==> config.mk <==
export PLATFORM = sky130hd
export DESIGN_NAME = voice_slot_allocator_core
export DESIGN_NICKNAME = d
export VERILOG_FILES = /design/src/vsa_pkg.sv /design/src/vsa_ctrl.sv /design/src/vsa_datapath.sv /design/src/voice_slot_allocator_core.sv
export SDC_FILE = /design/constraint.sdc
export NUM_CORES = 2
export LEC_CHECK = 0
export BUFFER_PORTS_ARGS = -buffer_cell sky130_fd_sc_hd__buf_2
export CORE_ASPECT_RATIO = 1.4
export CORE_MARGIN = 2
export CORE_UTILIZATION = 63
export DETAILED_ROUTE_END_ITERATION = 8
export PLACE_DENSITY = 0.79
export SYNTH_ARGS = -nofsm -noshare
export SYNTH_HDL_FRONTEND = slang
export SYNTH_SLANG_ARGS = --single-unit
==> constraint.sdc <==
create_clock -name clock -period 7.95 [get_ports clock]
set_input_delay 1.1925 -clock clock [delete_from_list [all_inputs] [get_ports clock]]
set_output_delay 1.1925 -clock clock [all_outputs]
set_load 0.05 [all_outputs]
==> src/vsa_pkg.sv <==
// ----------------------------------------------------------------------------
// vsa_pkg
// Shared sizes and controller/datapath handshake types for the voice slot
// allocator.
// ----------------------------------------------------------------------------
`default_nettype none

package vsa_pkg;

   localparam int MAX_SLOTS = 16;
   localparam int TIME_BITS = 32;

   localparam int OP_BITS   = 1;
   localparam int CTIME_BITS = 32;
   localparam int LEN_BITS  = 20;
   localparam int CAT_BITS  = 4;
   localparam int OIDX_BITS = 4;
   localparam int CFG_BITS  = 5;

   localparam int IDX_BITS = (MAX_SLOTS > 1) ? $clog2(MAX_SLOTS) : 1;
   localparam int CNT_BITS = $clog2(MAX_SLOTS + 1);
   localparam int CMP_BITS = (CNT_BITS > CFG_BITS) ? CNT_BITS : CFG_BITS;
   localparam int SUM_BITS = ((TIME_BITS > LEN_BITS) ? TIME_BITS : LEN_BITS) + 1;
   localparam int TEXT_BITS = (TIME_BITS > CTIME_BITS) ? TIME_BITS : CTIME_BITS;

   localparam logic [CFG_BITS-1:0] SLOT_COUNT_RESET = CFG_BITS'(16);

   localparam logic [OP_BITS-1:0] OP_REQUEST = 1'b0;
   localparam logic [OP_BITS-1:0] OP_CLEAR   = 1'b1;

   typedef struct packed {
      logic start;
      logic scan_step;
      logic commit;
   } vsa_cmd_type;

   typedef struct packed {
      logic skip_scan;
      logic scan_last;
      logic out_free;
   } vsa_status_type;

endpackage

`default_nettype wire

==> src/vsa_ctrl.sv <==
// ----------------------------------------------------------------------------
// vsa_ctrl
// Sequencer: accept a request, scan the slot table one entry per cycle
// unless skipped, then commit the slot update and load the response register.
// ----------------------------------------------------------------------------
`default_nettype none

module vsa_ctrl
   import vsa_pkg::*;
(
   input  wire logic           clock,
   input  wire logic           reset,
   input  wire logic           req_valid,
   output logic                req_stall,
   input  vsa_status_type      status,
   output vsa_cmd_type         cmd
);

   localparam logic [1:0] ST_IDLE = 2'd0;
   localparam logic [1:0] ST_SCAN = 2'd1;
   localparam logic [1:0] ST_DONE = 2'd2;

   logic [1:0] state_ff;
   logic [1:0] state_in;
   logic       accept;

   assign req_stall = (state_ff != ST_IDLE);
   assign accept    = req_valid && !req_stall;

   always_comb begin
      state_in      = state_ff;
      cmd.start     = 1'b0;
      cmd.scan_step = 1'b0;
      cmd.commit    = 1'b0;
      unique case (state_ff)
         ST_IDLE: begin
            if (accept) begin
               cmd.start = 1'b1;
               state_in  = status.skip_scan ? ST_DONE : ST_SCAN;
            end
         end
         ST_SCAN: begin
            cmd.scan_step = 1'b1;
            if (status.scan_last) begin
               state_in = ST_DONE;
            end
         end
         ST_DONE: begin
            if (status.out_free) begin
               cmd.commit = 1'b1;
               state_in   = ST_IDLE;
            end
         end
         default: begin
            state_in = ST_IDLE;
         end
      endcase
   end

   always_ff @(posedge clock) begin
      if (reset) begin
         state_ff <= ST_IDLE;
      end else begin
         state_ff <= state_in;
      end
   end

endmodule

`default_nettype wire

==> src/vsa_datapath.sv <==
// ----------------------------------------------------------------------------
// vsa_datapath
// Slot table, request holding registers, scan tracking and the response
// register.
// ----------------------------------------------------------------------------
`default_nettype none

module vsa_datapath
   import vsa_pkg::*;
(
   input  wire logic                  clock,
   input  wire logic                  reset,
   input  wire logic [OP_BITS-1:0]    req_opcode,
   input  wire logic [CTIME_BITS-1:0] req_current_time,
   input  wire logic [LEN_BITS-1:0]   req_sound_length,
   input  wire logic [CAT_BITS-1:0]   req_request_category,
   input  wire logic                  req_sound_present,
   input  wire logic                  csr_wr_en,
   input  wire logic [CFG_BITS-1:0]   csr_wr_data,
   output logic                       rsp_valid,
   input  wire logic                  rsp_stall,
   output logic                       rsp_granted,
   output logic [OIDX_BITS-1:0]       rsp_slot_index,
   input  vsa_cmd_type                cmd,
   output vsa_status_type             status
);

   logic [CAT_BITS-1:0]  slot_cat_ff   [MAX_SLOTS];
   logic [TIME_BITS-1:0] slot_start_ff [MAX_SLOTS];
   logic [TIME_BITS-1:0] slot_end_ff   [MAX_SLOTS];

   logic [CFG_BITS-1:0]  slot_count_ff;

   logic [OP_BITS-1:0]   op_ff;
   logic [TIME_BITS-1:0] now_ff;
   logic [LEN_BITS-1:0]  len_ff;
   logic [CAT_BITS-1:0]  cat_ff;
   logic                 refuse_ff;
   logic [CNT_BITS-1:0]  count_ff;
   logic [IDX_BITS-1:0]  idx_ff;
   logic                 found_ff;
   logic                 have_ff;
   logic [IDX_BITS-1:0]  chosen_ff;
   logic [TIME_BITS-1:0] best_ff;

   logic                 rsp_valid_ff;
   logic                 rsp_granted_ff;
   logic [OIDX_BITS-1:0] rsp_index_ff;

   logic [CNT_BITS-1:0]  eff_count;
   logic [TEXT_BITS-1:0] now_ext;
   logic [TIME_BITS-1:0] now_in;
   logic                 refuse_in;
   logic [CAT_BITS-1:0]  rd_cat;
   logic [TIME_BITS-1:0] rd_start;
   logic [TIME_BITS-1:0] rd_end;
   logic                 hit_free;
   logic                 better;
   logic                 last_idx;
   logic                 grant;
   logic [SUM_BITS-1:0]  end_sum;
   logic [TIME_BITS-1:0] end_time;
   logic [IDX_BITS+OIDX_BITS-1:0] chosen_ext;

   assign eff_count = (CMP_BITS'(slot_count_ff) > CMP_BITS'(MAX_SLOTS))
                      ? CNT_BITS'(MAX_SLOTS) : CNT_BITS'(slot_count_ff);
   assign now_ext   = TEXT_BITS'(req_current_time);
   assign now_in    = now_ext[TIME_BITS-1:0];
   assign refuse_in = !req_sound_present || (eff_count == '0);

   assign rd_cat   = slot_cat_ff[idx_ff];
   assign rd_start = slot_start_ff[idx_ff];
   assign rd_end   = slot_end_ff[idx_ff];
   assign hit_free = (rd_end <= now_ff);
   assign better   = (rd_cat == cat_ff) && (!have_ff || (rd_start < best_ff));
   assign last_idx = ((CNT_BITS'(idx_ff) + CNT_BITS'(1)) == count_ff);

   assign grant    = (op_ff == OP_REQUEST) && !refuse_ff && (found_ff || have_ff);

   // end time saturates at the top of the time range
   assign end_sum  = SUM_BITS'(now_ff) + SUM_BITS'(len_ff);
   assign end_time = (|end_sum[SUM_BITS-1:TIME_BITS]) ? '1 : end_sum[TIME_BITS-1:0];

   assign chosen_ext = {{OIDX_BITS{1'b0}}, chosen_ff};

   assign status.skip_scan = (req_opcode == OP_CLEAR) || refuse_in;
   assign status.scan_last = hit_free || last_idx;
   assign status.out_free  = !rsp_valid_ff || !rsp_stall;

   assign rsp_valid      = rsp_valid_ff;
   assign rsp_granted    = rsp_granted_ff;
   assign rsp_slot_index = rsp_index_ff;

   always_ff @(posedge clock) begin
      if (reset) begin
         slot_count_ff <= SLOT_COUNT_RESET;
      end else if (csr_wr_en) begin
         slot_count_ff <= csr_wr_data;
      end
   end

   always_ff @(posedge clock) begin
      if (cmd.start) begin
         op_ff     <= req_opcode;
         now_ff    <= now_in;
         len_ff    <= req_sound_length;
         cat_ff    <= req_request_category;
         refuse_ff <= refuse_in;
         count_ff  <= eff_count;
      end
   end

   always_ff @(posedge clock) begin
      if (reset) begin
         idx_ff   <= '0;
         found_ff <= 1'b0;
         have_ff  <= 1'b0;
      end else if (cmd.start) begin
         idx_ff   <= '0;
         found_ff <= 1'b0;
         have_ff  <= 1'b0;
      end else if (cmd.scan_step) begin
         idx_ff <= idx_ff + IDX_BITS'(1);
         if (hit_free) begin
            found_ff  <= 1'b1;
            chosen_ff <= idx_ff;
         end else if (better) begin
            have_ff   <= 1'b1;
            chosen_ff <= idx_ff;
            best_ff   <= rd_start;
         end
      end
   end

   always_ff @(posedge clock) begin
      if (reset) begin
         for (int i = 0; i < MAX_SLOTS; i++) begin
            slot_cat_ff[i]   <= '0;
            slot_start_ff[i] <= '0;
            slot_end_ff[i]   <= '0;
         end
      end else if (cmd.commit) begin
         if (op_ff == OP_CLEAR) begin
            for (int i = 0; i < MAX_SLOTS; i++) begin
               slot_cat_ff[i]   <= '0;
               slot_start_ff[i] <= '0;
               slot_end_ff[i]   <= '0;
            end
         end else if (grant) begin
            slot_cat_ff[chosen_ff]   <= cat_ff;
            slot_start_ff[chosen_ff] <= now_ff;
            slot_end_ff[chosen_ff]   <= end_time;
         end
      end
   end

   always_ff @(posedge clock) begin
      if (reset) begin
         rsp_valid_ff <= 1'b0;
      end else if (cmd.commit) begin
         rsp_valid_ff <= 1'b1;
      end else if (!rsp_stall) begin
         rsp_valid_ff <= 1'b0;
      end
   end

   always_ff @(posedge clock) begin
      if (cmd.commit) begin
         rsp_granted_ff <= grant;
         rsp_index_ff   <= grant ? chosen_ext[OIDX_BITS-1:0] : '0;
      end
   end

endmodule

`default_nettype wire

==> src/voice_slot_allocator_core.sv <==
// ----------------------------------------------------------------------------
// voice_slot_allocator_core
// Voice slot allocator: grants a free slot or steals the oldest slot of the
// same category, and clears the table on request.
// ----------------------------------------------------------------------------
// One request is in work at a time. A slot request scans the table one entry
// per cycle, stopping at the first free entry or after the slot count of
// entries (at most MAX_SLOTS), then commits and loads its response; the next
// request is accepted once the controller is back in idle after the commit.
// A clear, a request with no sound, or a slot count of zero skips the scan and
// goes straight to the commit. The response sits in an output register; the
// next request is accepted while it waits, and the final commit cycle holds
// until that register can be reloaded.
// ----------------------------------------------------------------------------
`default_nettype none

module voice_slot_allocator_core
   import vsa_pkg::*;
(
   input  wire logic                  clock,
   input  wire logic                  reset,
   input  wire logic                  req_valid,
   output logic                       req_stall,
   input  wire logic [OP_BITS-1:0]    req_opcode,
   input  wire logic [CTIME_BITS-1:0] req_current_time,
   input  wire logic [LEN_BITS-1:0]   req_sound_length,
   input  wire logic [CAT_BITS-1:0]   req_request_category,
   input  wire logic                  req_sound_present,
   output logic                       rsp_valid,
   input  wire logic                  rsp_stall,
   output logic                       rsp_granted,
   output logic [OIDX_BITS-1:0]       rsp_slot_index,
   input  wire logic                  csr_wr_en,
   input  wire logic [CFG_BITS-1:0]   csr_wr_data
);

   vsa_cmd_type    cmd;
   vsa_status_type status;

   vsa_ctrl u_ctrl (
      .clock     (clock),
      .reset     (reset),
      .req_valid (req_valid),
      .req_stall (req_stall),
      .status    (status),
      .cmd       (cmd)
   );

   vsa_datapath u_datapath (
      .clock                (clock),
      .reset                (reset),
      .req_opcode           (req_opcode),
      .req_current_time     (req_current_time),
      .req_sound_length     (req_sound_length),
      .req_request_category (req_request_category),
      .req_sound_present    (req_sound_present),
      .csr_wr_en            (csr_wr_en),
      .csr_wr_data          (csr_wr_data),
      .rsp_valid            (rsp_valid),
      .rsp_stall            (rsp_stall),
      .rsp_granted          (rsp_granted),
      .rsp_slot_index       (rsp_slot_index),
      .cmd                  (cmd),
      .status               (status)
   );

endmodule

`default_nettype wire
==> metrics.txt <==
status finished clean; Ys Warns 0; Tmin final 6010 ps; Worst EP arrival 6360 ps; global-route wire length before repair 220 mm; worst slew pin tran 1340 ps; Post-synth ARST share 0; Post-Syn Area per Cell 15.3 um^2; Site Rows 126; Netlist cell types 67; reg2reg end u_datapath.best_ff[29]; Cells after Synth 3473; Peak VDD IR 0.271 mV; wire per inst 33.0 um; gpl congestion 0.877; Iter 0 DRT Violations 5168; Final setup violation count 0; Internal Power 10.7 mW; Slowest-stage cell, CP nor4_1; placed instance area 54500 um^2; initial antenna violation count 1; clock latency on the worst-skew pair 730 ps; Hold Violations, Final 0; Post-Synth Simple-Gate Area 0.103; number of synthesized flops with an enable pin 1192; hold wc startpoint u_datapath.found_ff; CTS tree done; Area Overhead vs Synth 9.17%; layout filler cell count 5179; total CTS buffers 109; CP top delay family simple AND/OR/NAND/NOR gates; Die Area 86700 um^2; fmax 0.166 GHz; CP Capture Type flip-flop; critical path buffer and inverter count 2; ratio of cells with drive above 1 in the final layout 0.189; HP Class reg2reg; CTS clk-pin slew, worst paths 70 ps; hold path cells 1; cell depth of the worst flop-to-flop path 11; TNS Setup 0 ps; Remaining DRCs 0; routed wire length 152 mm; clock tree sinks 1210; ratio of final minimum period to clock period 0.756; GRT Resource Usage Total 0.357; Final Cell Area 58000 um^2; Flop pwr share 0.540; commonest non-fill, non-tap cell in the layout edfxtp_1; Die Width 249 um; Max Cap Viol 0; post-synthesis xor/xnor area fraction 0.00561; IO Port Bufs 74; number of H-tree branching levels 3; Final Net Count 3583; vias in the first global route 33574; critical path class reg2reg; Critical Path RT 8290 ps; routed vias/inst 7.06; antenna diode count 0; Pwr Density 241 nW/um^2; core area 83900 um^2; register area share after synthesis 0.681; Main synth FF type edfxtp_1; mux cell area share after synthesis 0.145; via count 32518; Hold Path Sink u_datapath.found_ff; CP Launch Type flip-flop; worst rel slew slack 0.0963; Clk network pwr share 0.380; Routed Antenna Nets 0; Critical Path, Cell by Cell buf_4 -> mux4_2 -> mux4_2 -> ha_1 -> nand4_1 -> nor4_1 -> o31a_1 -> a2bb2oi_1 -> nand2_1 -> nor3_2 -> buf_4; Tot Pwr 14.0 mW; Post-Synth Adder-Cell Area 0.0202; HPWL Detailed 77.4 mm; synthesized area 53100 um^2; total gr overflow 0; Switching Power 3.29 mW; clock skew 40.7 ps; Compound-Gate Fraction of Synth Area 0.0180; CTS Root Cell clkbuf_16; Post-CTS Hold Buffers 0; number of iterations in the first detailed-routing pass 6; postcts setup bufs 0; post-cts gate resize count 0; largest family of logic cells by synthesized area multiplexers; Worst path max stage delay 1150 ps; clk buf depth 3; RSZ-0062 raised after global routing no; DIE HEIGHT 348 um; I/O pin count 75; commonest non-fill, non-tap cells in the layout edfxtp_1, nor2_1, mux4_2, clkbuf_16, ha_1; Sw Ratio 0.236; Final Max Tran Viols 0; Comb power frac 0.080; Max FO, Critical Path 51; setup slack, reg-to-reg 1940 ps; synthesized net count 3626; pin count of the biggest net entering global routing 85; Pleak 21.0 nW; Starting Density 0.633; FF+latch count, synth 1210
state kept, by name, indices dropped and copies added (netlist names), 2 cells and up, named ones only:
register / count
u_datapath.now_ff: 32
u_datapath.slot_start_ff: 512
u_datapath.count_ff: 5
u_datapath.slot_count_ff: 5
u_datapath.slot_end_ff: 512
u_datapath.cat_ff: 4
u_datapath.idx_ff: 4
u_datapath.best_ff: 32
u_datapath.rsp_slot_index: 4
u_ctrl.state_ff: 2
u_datapath.len_ff: 20
u_datapath.slot_cat_ff: 64
u_datapath.chosen_ff: 4
power groups by stage:
stage	clock network (mW)	registers, mW	logic, mW
after global placement	0	7.63	1.07
after floorplan	0	7.61	0.753
after detailed placement	0	7.66	1.09
after CTS	5.27	7.53	1.10
final	5.30	7.54	1.12
after global routing	5.49	7.56	1.18
routing by layer:
| metal | routed length [um] | track usage | vias up |
|---|---|---|---|
| met3 | 20500 | 0.0783 | 589 |
| met4 | 9350 | 0.204 | 2 |
| met2 | 75100 | 0.589 | 2984 |
| met1 | 47200 | 0.442 | 16156 |
| met5 | 13 | 0 | - |
| li1 | - | - | 12787 |
synth_stat cells, types with 3 or more instances:
library cell     n  area [um^2]
a31oi_1          3         18.8
a21oi_1         44          220
o211ai_1         5         37.5
and4_1           4         35.0
mux2i_1         12          120
nand2b_1         5         31.3
a211oi_1        10         75.1
buf_4           18          135
o21ai_0         31          155
ha_1            84         1050
or4_1            4         30.0
buf_1           23         86.3
o22ai_1          3         18.8
and3_1          61          382
edfxtp_1      1192        35800
nor3_1           6         30.0
xor2_1           9         78.8
o31ai_1          3         22.5
clkinv_1        29          109
dfxtp_1         18          360
nand3_1         20          100
and2_1          35          219
xnor2_1         25          219
inv_1           43          161
mux4_2         335         7540
nor2b_1         20          125
nor2_4          20          225
nand4_1         15         93.8
buf_6            6         67.6
a21o_1          15          113
buf_2           20          100
nand2_1         60          225
o21a_1           5         37.5
clkbuf_1       201          754
nor2_1        1047         3930
logic make-up (layout without fill, tap and decap cells):
group                      Yosys count  in the layout
buffers and inverters              344            389
adders and majority gates           85             85
muxes                              348            348
and+or+nand+nor                   1306           1306
AOI/OAI and AO/OA                  146            146
DFF                               1210           1210
xor gates and xnor gates            34             34
worst reg2reg max path, cell delays in order, from the launching register on:
cell	delay, ps
dfxtp_4	920
buf_4	610
mux4_2	390
mux4_2	500
ha_1	330
nand4_1	190
nor4_1	1160
o31a_1	280
a2bb2oi_1	490
nand2_1	180
nor3_2	140
buf_4	430
worst max path at each step:
stage	startpoint	end	slack, ps	cells after the start
2_1_floorplan	flip-flop	u_datapath.best_ff[0]	1240	14
3_3_place_gp	flip-flop	u_datapath.best_ff[24]	2050	13
3_5_place_dp	flip-flop	u_datapath.best_ff[25]	2030	13
4_1_cts	flip-flop	u_datapath.best_ff[25]	1980	13
5_1_grt	flip-flop	u_datapath.best_ff[29]	1720	13
6_report	flip-flop	u_datapath.best_ff[29]	1940	11
layout make-up:
| type | instances | area (um^2) | share of cell area |
|---|---|---|---|
| tap | 1088 | 1360 | 0.0235 |
| sequential | 1210 | 36200 | 0.624 |
| multi-input combinational | 1919 | 15900 | 0.275 |
| clock buffer | 137 | 2920 | 0.0503 |
| clock inverter | 62 | 607 | 0.0105 |
| timing repair buffer | 117 | 731 | 0.0126 |
| inverter | 73 | 274 | 0.00473 |
metrics by stage:
step,util,instances,hold WS (ps),setup WS (ps)
2_1_floorplan,-,3473,441,1240
3_3_place_gp,0.649,4407,450,2050
3_5_place_dp,0.649,4407,458,2030
4_1_cts,0.691,4606,473,1980
5_1_grt,0.691,4606,514,1720
6_report,0.691,4606,480,1940
No activity file was read; power rests on OpenSTA's default activity.
